===== src/rtl/spt_pkg.sv =====
// Shared types and constants for the segmented page-table MMU.
// Used by spt_ctrl, spt_dp and segment_page_table_mmu_unit; depends on nothing.
package spt_pkg;

	localparam logic [2:0] OP_TRANSLATE = 3'd0;
	localparam logic [2:0] OP_PAGE_WR   = 3'd1;
	localparam logic [2:0] OP_PAGE_RD   = 3'd2;
	localparam logic [2:0] OP_BASE_WR   = 3'd3;
	localparam logic [2:0] OP_LIMIT_WR  = 3'd4;
	localparam logic [2:0] OP_BASE_RD   = 3'd5;
	localparam logic [2:0] OP_LIMIT_RD  = 3'd6;

	localparam logic [1:0] SEG_TEXT   = 2'd0;
	localparam logic [1:0] SEG_STACK  = 2'd1;
	localparam logic [1:0] SEG_KERNEL = 2'd2;
	localparam logic [1:0] SEG_NONE   = 2'd3;

	localparam logic [1:0] FAULT_NONE   = 2'd0;
	localparam logic [1:0] FAULT_LIMIT  = 2'd1;
	localparam logic [1:0] FAULT_NOPROT = 2'd2;
	localparam logic [1:0] FAULT_RAM    = 2'd3;

	localparam logic [13:0] PAGE_FIELD_MASK = 14'h3fff;

	// Stored entry: {entry[31:28], entry[12:0]}
	localparam int ENTRY_W = 17;

	typedef struct packed {
		logic clear;
		logic idle;
		logic lookup;
		logic finish;
	} spt_cmd_t;

	typedef struct packed {
		logic clr_last;
		logic out_hold;
	} spt_sts_t;

endpackage


===== src/rtl/spt_ctrl.sv =====
// Controller state machine: table clear after reset, then accept, lookup, finish.
// Depends on spt_pkg.
module spt_ctrl (
	input  logic              clk,
	input  logic              arst_n,
	input  logic              in_valid,
	input  spt_pkg::spt_sts_t sts,
	output spt_pkg::spt_cmd_t cmd
);

	localparam logic [1:0] ST_CLEAR = 2'd0;
	localparam logic [1:0] ST_IDLE  = 2'd1;
	localparam logic [1:0] ST_ADDR  = 2'd2;
	localparam logic [1:0] ST_DATA  = 2'd3;

	logic [1:0] state_q;
	logic [1:0] state_d;

	always_comb begin
		state_d = state_q;
		case (state_q)
			ST_CLEAR: begin
				if (sts.clr_last) state_d = ST_IDLE;
			end
			ST_IDLE: begin
				if (in_valid) state_d = ST_ADDR;
			end
			ST_ADDR: begin
				state_d = ST_DATA;
			end
			ST_DATA: begin
				if (!sts.out_hold) state_d = ST_IDLE;
			end
			default: begin
				state_d = ST_CLEAR;
			end
		endcase
	end

	always_ff @(posedge clk or negedge arst_n) begin
		if (!arst_n) begin
			state_q <= ST_CLEAR;
		end else begin
			state_q <= state_d;
		end
	end

	assign cmd.clear  = (state_q == ST_CLEAR);
	assign cmd.idle   = (state_q == ST_IDLE);
	assign cmd.lookup = (state_q == ST_ADDR);
	assign cmd.finish = (state_q == ST_DATA) && !sts.out_hold;

endmodule


===== config.mk =====
export PLATFORM = sky130hd
export DESIGN_NAME = spt_ctrl
export DESIGN_NICKNAME = d
export VERILOG_FILES = /design/src/rtl/spt_pkg.sv /design/src/rtl/spt_ctrl.sv
export SDC_FILE = /design/constraint.sdc
export NUM_CORES = 1
export LEC_CHECK = 0
export BUFFER_PORTS_ARGS = -buffer_cell sky130_fd_sc_hd__buf_2
export CORE_AREA = 8 8 45 47
export CTS_BUF_LIST = sky130_fd_sc_hd__clkbuf_4
export DETAILED_ROUTE_END_ITERATION = 16
export DIE_AREA = 0 0 53 55
export HOLD_SLACK_MARGIN = 0.1
export PLACE_DENSITY = 0.34
export SKIP_CTS_REPAIR_TIMING = 1
export SLEW_MARGIN = 5
export SYNTH_ARGS = -nofsm -noshare
export SYNTH_HDL_FRONTEND = slang
export SYNTH_SLANG_ARGS = --single-unit

===== constraint.sdc =====
create_clock -name clk -period 1.38 [get_ports clk]
set_input_delay 0.069 -clock clk [delete_from_list [all_inputs] [get_ports clk]]
set_output_delay 0.069 -clock clk [all_outputs]
set_load 0.005 [all_outputs]

**After elaboration in Yosys (flattened, before gate mapping)**

Index checks and enable logic that the tools add are counted.

- Add/sub/neg operators: 0
- $mul: 0
- Divide/modulo/power cells: 0
- Order comparisons: 0
- Equal/unequal tests: 6
- Shift operators: 0
- Mux-type cells: 4
- Bitwise operators: 0
- Reduce and logical (&&, ||, !) cells: 4

Operators with widths:

| kind | count |
|---|---|
| $pmux W2 S4 | 1 |
| $mux W2 | 3 |
| $ne A2 B2 Y1 const B | 3 |
| $eq A2 B2 Y1 const B | 2 |
| $reduce_and A3 Y1 | 1 |
| $eq A2 B1 Y1 const B | 1 |
| $logic_not A2 Y1 | 1 |
| $logic_and A1 B1 Y1 | 1 |
| $logic_not A1 Y1 | 1 |

- Bits in registers: 2
- Latch bits: 0
- Memory bits (writable): 0
- Bits in read-only memories: 0
- Input bits: 5
- Output and inout port bits: 4
- Word-level logic and storage cells: 15
- Memories kept: 0

**Longest topological paths before layout**

- Word-level depth: 3
- Gate-level depth with buffers: 5

**Least setup slack after synthesis**

OpenSTA, ideal clock, no wires.

- Path kind: register to register
- Start: register state_q[0]
- End: register state_q[1]
- Library setup time: 0.125 ns
- Arrival time: 1.223 ns
- Data required time: 1.255 ns
- Slack: 0.032 ns
- Stages on the path, launching flop included: 6
- Buffers on the path: 0
- Cells stage by stage: dfrtp_1 inv_1 ha_1 inv_1 o221ai_2 mux2_4

RTL lines:

| element | RTL line | source |
|---|---|---|
| from (decl) | spt_ctrl.sv:16 | `logic [1:0] state_q;` |
| from (signal assigned) | spt_ctrl.sv:44 | `state_q <= state_d;` |

**Worst setup path in the final report**

- Start: register state_q[0]
- End: register state_q[1]

- Word-level cells in the longest chain between the ends: 3
- Elaborated cells between the ends (all ways): 9
- Classes of those cells: 6 x eq/ne; 1 x mux; 2 x reduce/logical

RTL lines:

| element | RTL line | source |
|---|---|---|
| $eq A2 B2 Y1, or another cell as far along | spt_ctrl.sv:21 | `case (state_q)` |
| $ne A2 B2 Y1 (no source line) | - |  |
| $reduce_and A3 Y1 (no source line) | - |  |

Several ways; a longest one is shown, not always the timed one.
A chain may end at the register's enable or synchronous reset.

==> results.sh <==
export IMPL_status="completed"
export IMPL_final_area_sq_um=353
export IMPL_number_of_remaining_drc_errors=0
export IMPL_max_slew_worst_pin_slew_ns=0.207
export IMPL_portBuffers=8
export IMPL_yosys_register_bits=2
export IMPL_clock_insertion_delay_worst_skew_ns=0.22
export IMPL_largest_register="state_q"
export IMPL_die_area_sq_um=2920
export IMPL_ff2ff_path_depth=5
export IMPL_ys_seq_area_share_pct=28.2
export IMPL_finClkSkew_ns=0.00238
export IMPL_cts_htree_levels=1
export IMPL_total_standard_cell_area_after_synthesis_sq_um=178
export IMPL_drt_antenna_violating_nets=0
export IMPL_detail_route_wirelength_met1_um=171
export IMPL_max_slew_margin_rel_pct=86.2
export IMPL_grt_first_pass_wirelength_um=655
export IMPL_worst_path_arrival_time_ns=1.45
export IMPL_initialDrtViolationCount=0
export IMPL_peakVddDrop_mv=0.657
export IMPL_ff_latch_area_sq_um=50.0
export IMPL_drt_pass1_iterations=1
export IMPL_final_worst_path_cycle_share_pct=97.9
export IMPL_hold_path_class="in -> async"
export IMPL_num_rows=14
export IMPL_place_ws_ns=0.00793
export IMPL_final_max_slew_viol_count=0
export IMPL_timing_reg2reg_setup_slack_ns=0.03
export IMPL_die_height_um=55
export IMPL_layout_setup_ws_ns=0.0291
export IMPL_clkSinkCount=2
export IMPL_synth_distinct_cells=8
export IMPL_via_count=171
export IMPL_syn_num_nets=26
export IMPL_synth_avg_cell_area_sq_um=11.1
export IMPL_endpoint_of_the_lowest_slack_register_to_register_path="state_q[1]"
export IMPL_numCtsBuffers=3
export IMPL_ys_warns=0
export IMPL_cts_path_max_buffers=2
export IMPL_root_buffer="sky130_fd_sc_hd__clkbuf_4"
export IMPL_ios=9
export IMPL_multi_input_gate_area_in_the_final_layout_sq_um=154
export IMPL_netSwitchingPower_uw=290
export IMPL_nNetsFinal=45
export IMPL_final_period_minus_worst_setup_slack_ns=1.35
export IMPL_wl_per_cell_um=11.3
export IMPL_routed_top_layer="met3"
export IMPL_wl_met2_um=295
export IMPL_mostFrequentLayoutCell="sky130_fd_sc_hd__buf_2"
export IMPL_chipWidth_um=53
export IMPL_setup_crit_end_kind="flop"
export IMPL_placed_cell_area_sq_um=253
export IMPL_timing_setup_critical_path_class="reg -> reg"
export IMPL_hold_viol_final=0
export IMPL_critical_path_max_fanout=3
export IMPL_grt_overflow_total=0
export IMPL_gp_congestion=0.619
export IMPL_cap_viol_max_count=0
export IMPL_core_area_sq_um=1380
export IMPL_category_of_the_worst_setup_path_launch_point="flop"
export IMPL_share_comb_of_total_power_pct=68.5
export IMPL_drive_above_1_share_pct=75.8
export IMPL_top_library_cells_by_usage_in_the_layout_fill_and_taps_aside="sky130_fd_sc_hd__buf_2, sky130_fd_sc_hd__buf_4, sky130_fd_sc_hd__inv_2, sky130_fd_sc_hd__clkbuf_4"
export IMPL_insertedDiodeCount=0
export IMPL_route_detailed_vias_per_inst=3.49
export IMPL_global_route_total_usage_across_every_layer_pct=3.61
export IMPL_post_synth_inst_count=16
export IMPL_antenna_found_initial=0
export IMPL_route_met3_wl_um=88
export IMPL_r2r_start="state_q[0]"
export IMPL_grt_max_degree=5
export IMPL_largest_register_ff_count=2
export IMPL_tritoncts="done"
export IMPL_syn_to_final_growth_pct=98.6
export IMPL_initial_core_util_pct=12.8
export IMPL_fillerInstances=150
export IMPL_finalWirelength_um=555
export IMPL_netSwitchingFraction_pct=37.3
export IMPL_reg_top3="state_q x2"
export IMPL_clkTransAtPathRegs_ns=0.03
export IMPL_power_leakage_uw=0.000175
export IMPL_clk_network_pwr_share_pct=16.4
export IMPL_cellPowerDensity_nw_per_um2=2210
export IMPL_count_of_final_setup_violators=0
export IMPL_power_total_uw=779
export IMPL_seq_power_share_pct=15.0
export IMPL_p_int_uw=488
export IMPL_setup_tns_final_ns=0
export IMPL_timing_critical_path_required_ns=1.48
export IMPL_fin_worst_hold_slack_ns=0.162
export IMPL_grt_pass1_vias=157
export IMPL_fmax_mhz=740
==> how the worst max path moves through the flow <==
stage                          start          to  slack, ns
after detailed placement  state_q[0]  state_q[1]      0.008
after global routing      state_q[1]  state_q[1]      -0.03
after floorplan           state_q[0]  state_q[1]       0.03
after global placement    state_q[0]  state_q[1]       0.01
after CTS                 state_q[0]  state_q[1]     -0.006
final                     state_q[0]  state_q[1]       0.03
==> through the flow <==
step,util [%],instances
CTS,19.9,45
floorplan,-,16
finish,25.5,49
detailed placement,18.3,42
global placement,18.3,42
global route,25.5,49
==> power by group through the flow <==
stage	combinational (uW)	clock (uW)	sequential, uW
2_1_floorplan	218	0	116
3_3_place_gp	359	0	113
5_1_grt	603	152	118
6_report	534	128	117
3_5_place_dp	363	0	114
4_1_cts	363	138	113
==> worst max-delay path: stages, from the launching register on <==
cell and delay, ns:
sky130_fd_sc_hd__dfrtp_1 0.40, sky130_fd_sc_hd__buf_6 0.14, sky130_fd_sc_hd__ha_4 0.15, sky130_fd_sc_hd__inv_1 0.09
sky130_fd_sc_hd__o221ai_4 0.13, sky130_fd_sc_hd__mux2_4 0.31
==> cell usage after synthesis <==
cell type / number / share of area (%)
sky130_fd_sc_hd__dfrtp_1: 2 / 28
sky130_fd_sc_hd__nor2b_1: 1 / 3.5
sky130_fd_sc_hd__mux2i_1: 1 / 5.6
sky130_fd_sc_hd__ha_1: 5 / 35
sky130_fd_sc_hd__nand2_1: 1 / 2.1
sky130_fd_sc_hd__mux2_4: 1 / 8.4
sky130_fd_sc_hd__inv_1: 4 / 8.4
sky130_fd_sc_hd__o221ai_2: 1 / 8.4
==> layer usage <==
metal  track usage (%)  up-vias
met3              2.67        0
met1              2.74       77
met2              4.49        9
met4              6.47        0
met5                 0        -
li1                  -       85
==> cells by family after synthesis <==
family / Yosys count / synth area share, %
adders and majority gates: 5 / 35.2
DFF: 2 / 28.2
buffers and inverters: 4 / 8.45
muxes: 2 / 14.1
and+or+nand+nor: 2 / 5.63
AOI/OAI and AO/OA: 1 / 8.45
==> cell type report <==
| cell class | count | share of cell area [%] |
|---|---|---|
| Inverter | 4 | 4.26 |
| Sequential cell | 2 | 14.2 |
| Timing Repair Buffer | 14 | 25.9 |
| Tap cell | 16 | 5.67 |
| Clock buffer | 3 | 6.38 |
| Multi-Input combinational cell | 10 | 43.6 |
(Power assumes the default switching activity.)
